==> src/hdl/arp_pkg.sv <==
// Shared types and constants for the ARP request responder.
// No dependencies; imported by every module of the block.
package arp_pkg;

   localparam int HDR_LEN  = 42;
   localparam int HDR_BITS = HDR_LEN * 8;
   localparam int IDX_W    = 6;

   localparam logic [15:0] ARP_ETHERTYPE = 16'h0806;
   localparam logic [15:0] ARP_OP_REPLY  = 16'h0002;
   localparam logic [7:0]  ARP_OP_REQ_HI = 8'h00;
   localparam logic [7:0]  ARP_OP_REQ_LO = 8'h01;

   localparam logic [47:0] MAC0_RESET = 48'h0200_0000_0001;
   localparam logic [31:0] GW0_RESET  = 32'hC0A8_0101;
   localparam logic [47:0] MAC1_RESET = 48'h0200_0000_0002;
   localparam logic [31:0] GW1_RESET  = 32'hC0A8_0201;

   typedef enum logic [1:0] {
      CSR_MAC_PORT0 = 2'd0,
      CSR_GW_PORT0  = 2'd1,
      CSR_MAC_PORT1 = 2'd2,
      CSR_GW_PORT1  = 2'd3
   } csr_index_type;

   // Load request from the header parser to the reply shifter
   typedef struct packed {
      logic                load_reply;
      logic                load_pass;
      logic [7:0]          data;
      logic                last;
      logic                port;
      logic [HDR_BITS-1:0] hdr;
   } load_req_type;

endpackage

==> src/hdl/arp_request_responder_core.sv <==
// The first reply byte is offered the cycle after byte 41 is accepted; the 42-byte
// reply then drains one byte per cycle from the reply shifter while rsp_stall is low.
// Input is taken one byte per cycle while the output does not stall, except that input
// is held off while a reply header drains; the next byte is taken as the last reply
// byte leaves. Pass-through bytes are registered in the reply shifter. Reset clears the
// byte counter, flags and output count and restores the MAC and gateway registers.
module arp_request_responder_core
   import arp_pkg::*;
(
   input  logic        clock,
   input  logic        reset,
   input  logic        req_valid,
   output logic        req_stall,
   input  logic [7:0]  req_data_byte,
   input  logic        req_frame_last,
   input  logic        req_port,
   output logic        rsp_valid,
   input  logic        rsp_stall,
   output logic [7:0]  rsp_out_byte,
   output logic        rsp_out_last,
   output logic        rsp_reply_port,
   input  logic        csr_we,
   input  logic [1:0]  csr_index,
   input  logic [47:0] csr_wdata
);

   logic [47:0]  mac0_ff, mac1_ff;
   logic [31:0]  gw0_ff, gw1_ff;
   logic [47:0]  mac_sel;
   logic [31:0]  gw_sel;
   logic         can_load;
   logic         accept;
   load_req_type load;

   assign req_stall = !can_load;
   assign accept    = req_valid && can_load;
   assign mac_sel   = req_port ? mac1_ff : mac0_ff;
   assign gw_sel    = req_port ? gw1_ff : gw0_ff;

   always_ff @(posedge clock) begin
      if (reset) begin
         mac0_ff <= MAC0_RESET;
         gw0_ff  <= GW0_RESET;
         mac1_ff <= MAC1_RESET;
         gw1_ff  <= GW1_RESET;
      end else if (csr_we) begin
         case (csr_index_type'(csr_index))
            CSR_MAC_PORT0: mac0_ff <= csr_wdata;
            CSR_GW_PORT0:  gw0_ff  <= csr_wdata[31:0];
            CSR_MAC_PORT1: mac1_ff <= csr_wdata;
            CSR_GW_PORT1:  gw1_ff  <= csr_wdata[31:0];
            default: ;
         endcase
      end
   end

   arp_parser u_parser (
      .clock      (clock),
      .reset      (reset),
      .accept     (accept),
      .data_byte  (req_data_byte),
      .frame_last (req_frame_last),
      .port       (req_port),
      .mac        (mac_sel),
      .gw         (gw_sel),
      .load       (load)
   );

   arp_reply_shifter u_shifter (
      .clock          (clock),
      .reset          (reset),
      .load           (load),
      .can_load       (can_load),
      .rsp_valid      (rsp_valid),
      .rsp_stall      (rsp_stall),
      .rsp_out_byte   (rsp_out_byte),
      .rsp_out_last   (rsp_out_last),
      .rsp_reply_port (rsp_reply_port)
   );

`ifndef ASSERT_OFF
   a_reply_offered: assert property (@(posedge clock) disable iff (reset)
      load.load_reply |=> rsp_valid && !rsp_out_last)
      else $error("reply header not offered after match");

   a_stall_needs_output: assert property (@(posedge clock) disable iff (reset)
      req_stall |-> rsp_valid)
      else $error("input held off with nothing to send");

   a_one_load: assert property (@(posedge clock) disable iff (reset)
      !(load.load_reply && load.load_pass))
      else $error("reply and pass-through loaded together");

   a_reset_empty: assert property (@(posedge clock)
      reset |=> !rsp_valid)
      else $error("output valid after reset");
`endif

endmodule

==> src/hdl/arp_parser.sv <==
// Header parser: shifts frame bytes into the ARP field registers and
// decides at byte 41 whether to answer. Depends on arp_pkg.
module arp_parser
   import arp_pkg::*;
(
   input  logic               clock,
   input  logic               reset,
   input  logic               accept,
   input  logic [7:0]         data_byte,
   input  logic               frame_last,
   input  logic               port,
   input  logic [47:0]        mac,
   input  logic [31:0]        gw,
   output load_req_type       load
);

   logic [IDX_W-1:0] idx_ff, idx_in;
   logic [47:0]      eth_src_ff, eth_src_in;
   logic [47:0]      fixed_ff, fixed_in;
   logic [47:0]      sender_hw_ff, sender_hw_in;
   logic [31:0]      snd_ip_ff, snd_ip_in;
   logic [23:0]      target_ip_ff, target_ip_in;
   logic             type_arp_ff, type_arp_in;
   logic             is_req_ff, is_req_in;
   logic             replying_ff, replying_in;
   logic             match;
   logic             at_check;

   assign at_check = (idx_ff == IDX_W'(HDR_LEN - 1));
   assign match    = type_arp_ff && is_req_ff && ({target_ip_ff, data_byte} == gw);

   always_comb begin
      idx_in       = idx_ff;
      eth_src_in   = eth_src_ff;
      fixed_in     = fixed_ff;
      sender_hw_in = sender_hw_ff;
      snd_ip_in    = snd_ip_ff;
      target_ip_in = target_ip_ff;
      type_arp_in  = type_arp_ff;
      is_req_in    = is_req_ff;
      replying_in  = replying_ff;
      if (accept) begin
         if (idx_ff inside {[6:11]}) begin
            eth_src_in = {eth_src_ff[39:0], data_byte};
         end else if (idx_ff == 6'd12) begin
            type_arp_in = (data_byte == ARP_ETHERTYPE[15:8]);
         end else if (idx_ff == 6'd13) begin
            type_arp_in = type_arp_ff && (data_byte == ARP_ETHERTYPE[7:0]);
         end else if (idx_ff inside {[14:19]}) begin
            fixed_in = {fixed_ff[39:0], data_byte};
         end else if (idx_ff == 6'd20) begin
            is_req_in = (data_byte == ARP_OP_REQ_HI);
         end else if (idx_ff == 6'd21) begin
            is_req_in = is_req_ff && (data_byte == ARP_OP_REQ_LO);
         end else if (idx_ff inside {[22:27]}) begin
            sender_hw_in = {sender_hw_ff[39:0], data_byte};
         end else if (idx_ff inside {[28:31]}) begin
            snd_ip_in = {snd_ip_ff[23:0], data_byte};
         end else if (idx_ff inside {[38:40]}) begin
            target_ip_in = {target_ip_ff[15:0], data_byte};
         end else if (at_check && match) begin
            replying_in = 1'b1;
         end
         // saturate at the header length
         if (idx_ff < IDX_W'(HDR_LEN)) begin
            idx_in = idx_ff + 1'b1;
         end
         if (frame_last) begin
            idx_in      = '0;
            type_arp_in = 1'b0;
            is_req_in   = 1'b0;
            replying_in = 1'b0;
         end
      end
   end

   always_comb begin
      load.load_reply = accept && at_check && match;
      load.load_pass  = accept && (idx_ff == IDX_W'(HDR_LEN)) && replying_ff;
      load.data       = data_byte;
      load.last       = frame_last;
      load.port       = port;
      load.hdr        = {eth_src_ff, mac, ARP_ETHERTYPE, fixed_ff, ARP_OP_REPLY,
                         mac, gw, sender_hw_ff, snd_ip_ff};
   end

   always_ff @(posedge clock) begin
      if (reset) begin
         idx_ff      <= '0;
         type_arp_ff <= 1'b0;
         is_req_ff   <= 1'b0;
         replying_ff <= 1'b0;
      end else begin
         idx_ff      <= idx_in;
         type_arp_ff <= type_arp_in;
         is_req_ff   <= is_req_in;
         replying_ff <= replying_in;
      end
   end

   always_ff @(posedge clock) begin
      eth_src_ff   <= eth_src_in;
      fixed_ff     <= fixed_in;
      sender_hw_ff <= sender_hw_in;
      snd_ip_ff    <= snd_ip_in;
      target_ip_ff <= target_ip_in;
   end

endmodule

==> src/hdl/arp_reply_shifter.sv <==
// Reply shifter: holds the reply header or one pass-through byte and
// shifts it out a byte per transaction. Depends on arp_pkg.
module arp_reply_shifter
   import arp_pkg::*;
(
   input  logic         clock,
   input  logic         reset,
   input  load_req_type load,
   output logic         can_load,
   output logic         rsp_valid,
   input  logic         rsp_stall,
   output logic [7:0]   rsp_out_byte,
   output logic         rsp_out_last,
   output logic         rsp_reply_port
);

   logic [HDR_BITS-1:0] sh_ff, sh_in;
   logic [IDX_W-1:0]    cnt_ff, cnt_in;
   logic                last_ff, last_in;
   logic                port_ff, port_in;
   logic                take;

   assign rsp_valid      = (cnt_ff != '0);
   assign take           = rsp_valid && !rsp_stall;
   assign can_load       = (cnt_ff == '0) || ((cnt_ff == IDX_W'(1)) && !rsp_stall);
   assign rsp_out_byte   = sh_ff[HDR_BITS-1 -: 8];
   assign rsp_out_last   = (cnt_ff == IDX_W'(1)) && last_ff;
   assign rsp_reply_port = port_ff;

   always_comb begin
      sh_in   = sh_ff;
      cnt_in  = cnt_ff;
      last_in = last_ff;
      port_in = port_ff;
      if (load.load_reply) begin
         sh_in   = load.hdr;
         cnt_in  = IDX_W'(HDR_LEN);
         last_in = load.last;
         port_in = load.port;
      end else if (load.load_pass) begin
         sh_in   = {load.data, sh_ff[HDR_BITS-9:0]};
         cnt_in  = IDX_W'(1);
         last_in = load.last;
         port_in = load.port;
      end else if (take) begin
         // advance to the next reply byte
         sh_in  = {sh_ff[HDR_BITS-9:0], 8'h00};
         cnt_in = cnt_ff - 1'b1;
      end
   end

   always_ff @(posedge clock) begin
      if (reset) begin
         cnt_ff <= '0;
      end else begin
         cnt_ff <= cnt_in;
      end
   end

   always_ff @(posedge clock) begin
      sh_ff   <= sh_in;
      last_ff <= last_in;
      port_ff <= port_in;
   end

endmodule
==> config.mk <==
export PLATFORM = sky130hd
export DESIGN_NAME = arp_request_responder_core
export DESIGN_NICKNAME = d
export VERILOG_FILES = /design/src/hdl/arp_pkg.sv /design/src/hdl/arp_request_responder_core.sv /design/src/hdl/arp_parser.sv /design/src/hdl/arp_reply_shifter.sv
export SDC_FILE = /design/constraint.sdc
export NUM_CORES = 1
export LEC_CHECK = 0
export BUFFER_PORTS_ARGS = -buffer_cell sky130_fd_sc_hd__buf_2
export CORE_AREA = 2 2 234 236
export CTS_CLUSTER_SIZE = 16
export DETAILED_ROUTE_END_ITERATION = 7
export DIE_AREA = 0 0 236 238
export GPL_TIMING_DRIVEN = 0
export PLACE_DENSITY_LB_ADDON = 0.2
export SLEW_MARGIN = 10
export SYNTH_ARGS = -nofsm -noshare
export SYNTH_HDL_FRONTEND = slang
export SYNTH_HIERARCHICAL = 1
export SYNTH_SLANG_ARGS = --single-unit
==> constraint.sdc <==
create_clock -name clock -period 24.5 [get_ports clock]
set_clock_uncertainty 0.05 [all_clocks]
set_input_delay 6.125 -clock clock [delete_from_list [all_inputs] [get_ports clock]]
set_output_delay 6.125 -clock clock [all_outputs]
set_load 0.02 [all_outputs]
==> results of run 1 <==
## state kept, by name, summed over array words and instances (netlist names)
register                  flops
u_shifter/cnt_ff              6
mac1_ff                      48
u_shifter/last_ff             1
u_parser/is_req_ff            1
gw0_ff                       32
u_shifter/rsp_reply_port      1
gw1_ff                       32
u_parser/target_ip_ff        24
u_parser/fixed_ff            48
u_parser/eth_src_ff          48
mac0_ff                      48
u_parser/sender_hw_ff        48
u_parser/idx_ff               6
u_parser/replying_ff          1
u_parser/type_arp_ff          1
u_parser/snd_ip_ff           32
u_shifter/sh_ff             336
## cells by family after synthesis
kind of cell | Yosys count | share of synthesized area, %
simple gates | 325 | 6.507
compound gates | 362 | 10.35
other cells | 2 | 0.02530
xor+xnor | 36 | 1.062
buf+inv | 322 | 6.777
mux | 250 | 8.766
fa+ha+maj | 7 | 0.2950
flops | 713 | 66.22
## final timing paths
path	end	from
setup / recovery	req_stall	rsp_stall
hold / removal	u_parser/sender_hw_ff[41]$_DFFE_PP_	u_parser/sender_hw_ff[33]$_DFFE_PP_
setup reg to reg	u_shifter/sh_ff[244]$_DFFE_PP_	u_shifter/cnt_ff[5]$_SDFFE_PP0P_
hold reg to reg	u_parser/sender_hw_ff[41]$_DFFE_PP_	u_parser/sender_hw_ff[33]$_DFFE_PP_
## through the flow
stage	util (%)	TNS, ns	cells
after floorplan	-	0	2047
after global placement	58.04	-2058.23	2818
after detailed placement	58.90	0	2844
after CTS	63.19	0	2974
after global routing	63.19	0	2974
final	63.19	0	2974
## power breakdown
part	total (W)	internal, W	switching, W
sequential	0.00183	0.00172	0.000106
combinational	0.000634	0.000304	0.000330
clock	0.00107	0.000618	0.000448
total	0.00353	0.00265	0.000884
## cell type report
type                    count  area, sq um
inverters                  10        37.54
fillers                  3859        19690
clock buffers             108         2147
flip-flops and latches    713        19660
multi-input cells        1012         8169
plain buffers             312         1974
clock inverters            22        146.4
well taps                 696        870.8
repair buffers            101        798.3
## layer usage
metal	track usage, %	vias to the layer above	routed length [microns]
met3	3.806	81	3421
met2	39.05	472	32080
met4	7.933	0	1681
li1	-	7794	-
met1	32.68	8456	29420
met5	0	-	0
## Yosys cell counts, types with 2 or more instances
cell and number:
a21o_1 3, nor2b_1 6, o21ai_0 10, o21ai_2 2
o211ai_1 2, and3_1 2, nor4_1 10, o21a_1 3
mux2_2 80, inv_1 9, buf_6 4, o21ai_1 3
nand2_1 18, xor2_1 3, dfxtp_1 175, or3b_1 2
nor2_1 37, nand2b_1 194, nor3b_1 3, nand4b_1 3
nor4b_1 2, and3b_1 2, edfxtp_1 538, clkbuf_1 66
or4_1 4, buf_2 54, conb_1 2, ha_1 7
and2_1 9, a22o_1 320, nand3b_1 4, nand3_1 9
nor3_1 7, a21oi_1 10, xnor2_1 33, buf_4 188
mux2i_1 170, nand4_1 8
==> reports/qor.txt, run 1 <==
Die X: 236 microns
CTS tree: yes
Mapped Cells: 2017
Hold Vio Cnt, Final: 0
pre-CTS WS: 11.61 ns
remaining antenna violation count after routing: 0
top cell family by delay on the critical path: buffers and inverters
achievable frequency: 77.40 MHz
top_reg_cell synth: edfxtp_1
Lkg Pwr: 13.55 nW
FF+latch count, synth: 713
max cap viols: 0
clock-pin slew on the worst setup and hold paths: 0.06 ns
area added between synthesis and finish: 13.86%
largest net degree at the start of global routing: 49
Synth warnings: 6
R2R depth: 16
CP cell instances: buf_2, nor2b_1, o21a_1, inv_1, buf_2
routed len/inst: 22.40 microns
Die Span Y: 238 microns
Clock Tree Buf Depth: 3
r2r setup slk: 19.22 ns
first-pass GRT wire length: 101.8 mm
drt total wl: 66.60 mm
VDD IR max: 0.1348 mV
Hold Slack: 0.3759 ns
Hold Path Class: reg -> reg
nets: 2295
status: finished, final reports clean
slowest cell on the critical path: buf_2
Final Slew Violations: 0
share of the synthesized area in the top cell type: 54.42%
Slew headroom: 37.14%
Critical Path Fanout Max: 7
slowest stage delay, CP: 0.15 ns
ys async rst share: 0%
Critical Path Start Type: primary input
most frequent cells in the layout: edfxtp_1, a22o_1, buf_4
number of global-route vias before repair: 17190
drt drc: 0
FP Rows: 85
Starting DRT DRC Count: 1454
gr ovfl total: 0
H-tree level count: 3
RSZ-0062 raised after global routing: false
GRT Resource Usage Total: 23.82%
hold buffer count at cts: 0
Worst path depth: 5
Die ar.: 56170 sq um
Arr. time, crit path: 6.74 ns
Final Wtd Congestion: 0.8375
final setup violation count: 0
Cell Area, Synth: 29690 sq um
Post-synth EDFFs: 538
Tcrit/Tclk final: 52.73%
cts bufs inserted: 73
DR vias: 16800
dpl cell area: 31510 sq um
antenna fix cells: 0
Buffers & Inverters on Critical Path: 3
IO Count: 77
number of cells on the worst hold path: 0
commonest non-fill, non-tap cell in the layout: edfxtp_1
P per Cell Area: 104.4 nW/um^2
core outline area: 53500 sq um
Distinct cells, synth: 53
sequential element share of the synthesized area: 66.22%
post-route cell area: 33800 sq um
CTS Sinks: 713
PostCTS Resize Cnt: 0
final worst path period need: 12.92 ns
WP data required: 18.33 ns
I/O Buffers: 75
share of layout cells above drive strength 1: 23.75%
via/cell ratio: 5.650
synth top area cells: edfxtp_1, dfxtp_1, a22o_1
CP Class: in -> out
clock latency on the worst-skew pair: 0.61 ns
worst slew pin tran: 0.9404 ns
Setup crit end kind: output pin
final worst slack: 11.58 ns
most frequent cell on the critical path: buf_2
clock root buffer: clkbuf_16
initial core utilization: 55.50%
postcts setup bufs: 0
DP HPWL: 45.35 mm
initial antenna violation count: 1
mean post-synth cell area: 14.72 sq um
first drt pass iteration count: 5
Pwr Total: 0.003529 W
largest area contributor in the netlist: edfxtp_1
Note: power is estimated with default switching activity, not from simulation.
==> run 2, diff against run 1 <==
Settings changed: CORE_AREA 2 2 234 236 to 2 2 226 228, DIE_AREA 0 0 236 238 to 0 0 228 230.
Clock period 24.5 ns to 12.1 ns, I/O delays scaled along.
==> run 2 against run 1 <==
Compared with the run above:
- flip-flop and latch count unchanged
- critical path type is now in -> reg
- via count increased by 1.0%
- final area is essentially flat
- sequential power rose by 100%
- non-clock buffer count is 1 lower
- utilization is 4.6 points higher
- first-iteration DRC count increased by 8.3%
==> reports/qor.txt, run 2 (synthesis gave the netlist of run 1 again) <==
DP HPWL: 44.63 mm
clock latency on the worst-skew pair: 0.61 ns
GRT Resource Usage Total: 25.24%
hold buffer count at cts: 0
Int Pwr: 0.005376 W
number of global-route vias before repair: 17070
Starting DRT DRC Count: 1574
Critical Path Start Type: primary input
most frequent cells in the layout: edfxtp_1, a22o_1, nand2b_1, buf_4, dfxtp_1
FP Rows: 82
GR Util met3: 3.733%
first-pass GRT wire length: 100.6 mm
Comb pwr share: 17.9%
largest net degree at the start of global routing: 32
Setup crit end kind: register
Flop pwr share: 51.7%
share of layout cells above drive strength 1: 23.85%
Hold Path Class: reg -> reg
Die X: 228 microns
postcts setup bufs: 0
WP data required: 12.35 ns
area added between synthesis and finish: 13.92%
# fillers: 3418
status: finished, final reports clean
first drt pass iteration count: 7
Reg with most FFs: u_shifter/sh_ff
GRT busiest layer: met2
Slew headroom: 23.61%
clock-pin slew on the worst setup and hold paths: 0.06 ns
DR vias: 16970
nets: 2293
H-tree level count: 3
VDD IR max: 0.1829 mV
initial core utilization: 59.54%
CTS tree: yes
final worst path period need: 8.170 ns
CTS Sinks: 713
achievable frequency: 122.4 MHz
routed len/inst: 22.33 microns
CP Class: in -> reg
gr ovfl total: 0
max cap viols: 0
Final Slew Violations: 0
remaining antenna violation count after routing: 0
Die ar.: 52440 sq um
M2 GR Usage: 41.48%
IO Count: 77
initial antenna violation count: 1
RSZ-0062 raised after global routing: false
Hold Slack: 0.3852 ns
Lkg Pwr: 13.56 nW
core outline area: 49860 sq um
drt drc: 0
PostCTS Resize Cnt: 0
Tcrit/Tclk final: 67.52%
Critical Path Fanout Max: 31
Setup TNS: 0 ns
I/O Buffers: 75
final setup violation count: 0
routing usage on met1: 35.27%
Hold Vio Cnt, Final: 0
clock power share: 30.5%
max FFs per register: 336
P per Cell Area: 212.8 nW/um^2
P_sw: 0.001820 W
antenna fix cells: 0
Arr. time, crit path: 8.42 ns
worst slew pin tran: 1.146 ns
via/cell ratio: 5.748
Die Span Y: 230 microns
switch share: 25.29%
commonest non-fill, non-tap cell in the layout: edfxtp_1
cts bufs inserted: 72
Final Wtd Congestion: 0.8841
Clock Tree Buf Depth: 3
clock root buffer: clkbuf_16
drt total wl: 65.95 mm
[run 2: cell types whose count changed in the layout (fill, tap and decap cells not counted), moves of 2 or more]
cell / previous run / this run
inv_6: 2 / 4
clkbuf_8: 4 / 6
clkinv_8: 0 / 3
clkbuf_16: 80 / 72
clkinv_1: 6 / 10
bufinv_16: 1 / 6
clkbuf_1: 90 / 86
buf_6: 4 / 6
buf_4: 197 / 194
[run 2: worst max-delay path, stage by stage]
cell and delay, ns:
clkbuf_1 0.82, buf_2 0.47, mux2_2 0.44, xnor2_1 0.23
nand4_1 0.13, nor4_1 0.43, nand3_1 0.22, inv_1 0.09
clkbuf_1 0.28, buf_2 0.29, clkbuf_1 0.45, o21bai_4 0.42
buf_16 0.24, buf_16 0.17, buf_12 0.20, buf_12 0.22
buf_12 0.22
[run 2: worst paths after layout]
path                                                       start                         endpoint  slack, ns  cells past startpoint
worst max-delay path                                    req_port   u_shifter/sh_ff[269]$_DFFE_PP_       3.93                     17
worst min-delay path             u_parser/fixed_ff[27]$_DFFE_PP_  u_parser/fixed_ff[35]$_DFFE_PP_       0.39                      0
worst max register to register  u_shifter/cnt_ff[5]$_SDFFE_PP0P_   u_shifter/sh_ff[269]$_DFFE_PP_       6.95                     17
worst min register to register   u_parser/fixed_ff[27]$_DFFE_PP_  u_parser/fixed_ff[35]$_DFFE_PP_       0.39                      0
[run 2: routing by layer]
metal,vias to the layer above,share of wire (%)
li1,7815,-
met1,8512,43
met2,557,48
met3,89,6.9
met4,0,2.2
met5,-,0
[run 2: power groups by stage]
stage / clock network (W) / logic, W / registers, W
after detailed placement: 0 / 0.00126 / 0.00375
final: 0.00219 / 0.00129 / 0.00372
after global routing: 0.00232 / 0.00137 / 0.00376
after CTS: 0.00222 / 0.00128 / 0.00372
after floorplan: 0 / 0.000827 / 0.00376
after global placement: 0 / 0.00110 / 0.00391
[run 2: stage by stage]
step                      util, %  cell area (sq um)  instances  total power (W)  setup WS [ns]
final                       67.83              33820       2953         0.007196          3.930
after detailed placement    63.15              31490       2819         0.005018          3.380
after global placement      62.23              31030       2794         0.005007         0.1282
after CTS                   67.83              33820       2953         0.007219          4.004
after global routing        67.83              33820       2953         0.007459          3.657
after floorplan                 -              29810       2047         0.004583          2.617
[run 2: cell type report]
| cell class | count | area (sq um) | share of cell area, % |
|---|---|---|---|
| inverters | 10 | 37.54 | 0.1110 |
| repair buffers | 100 | 813.3 | 2.405 |
| well taps | 672 | 840.8 | 2.486 |
| flip-flops and latches | 713 | 19660 | 58.13 |
| multi-input cells | 1012 | 8162 | 24.13 |
| clock inverters | 36 | 374.1 | 1.106 |
| clock buffers | 98 | 1959 | 5.794 |
| plain buffers | 312 | 1974 | 5.838 |
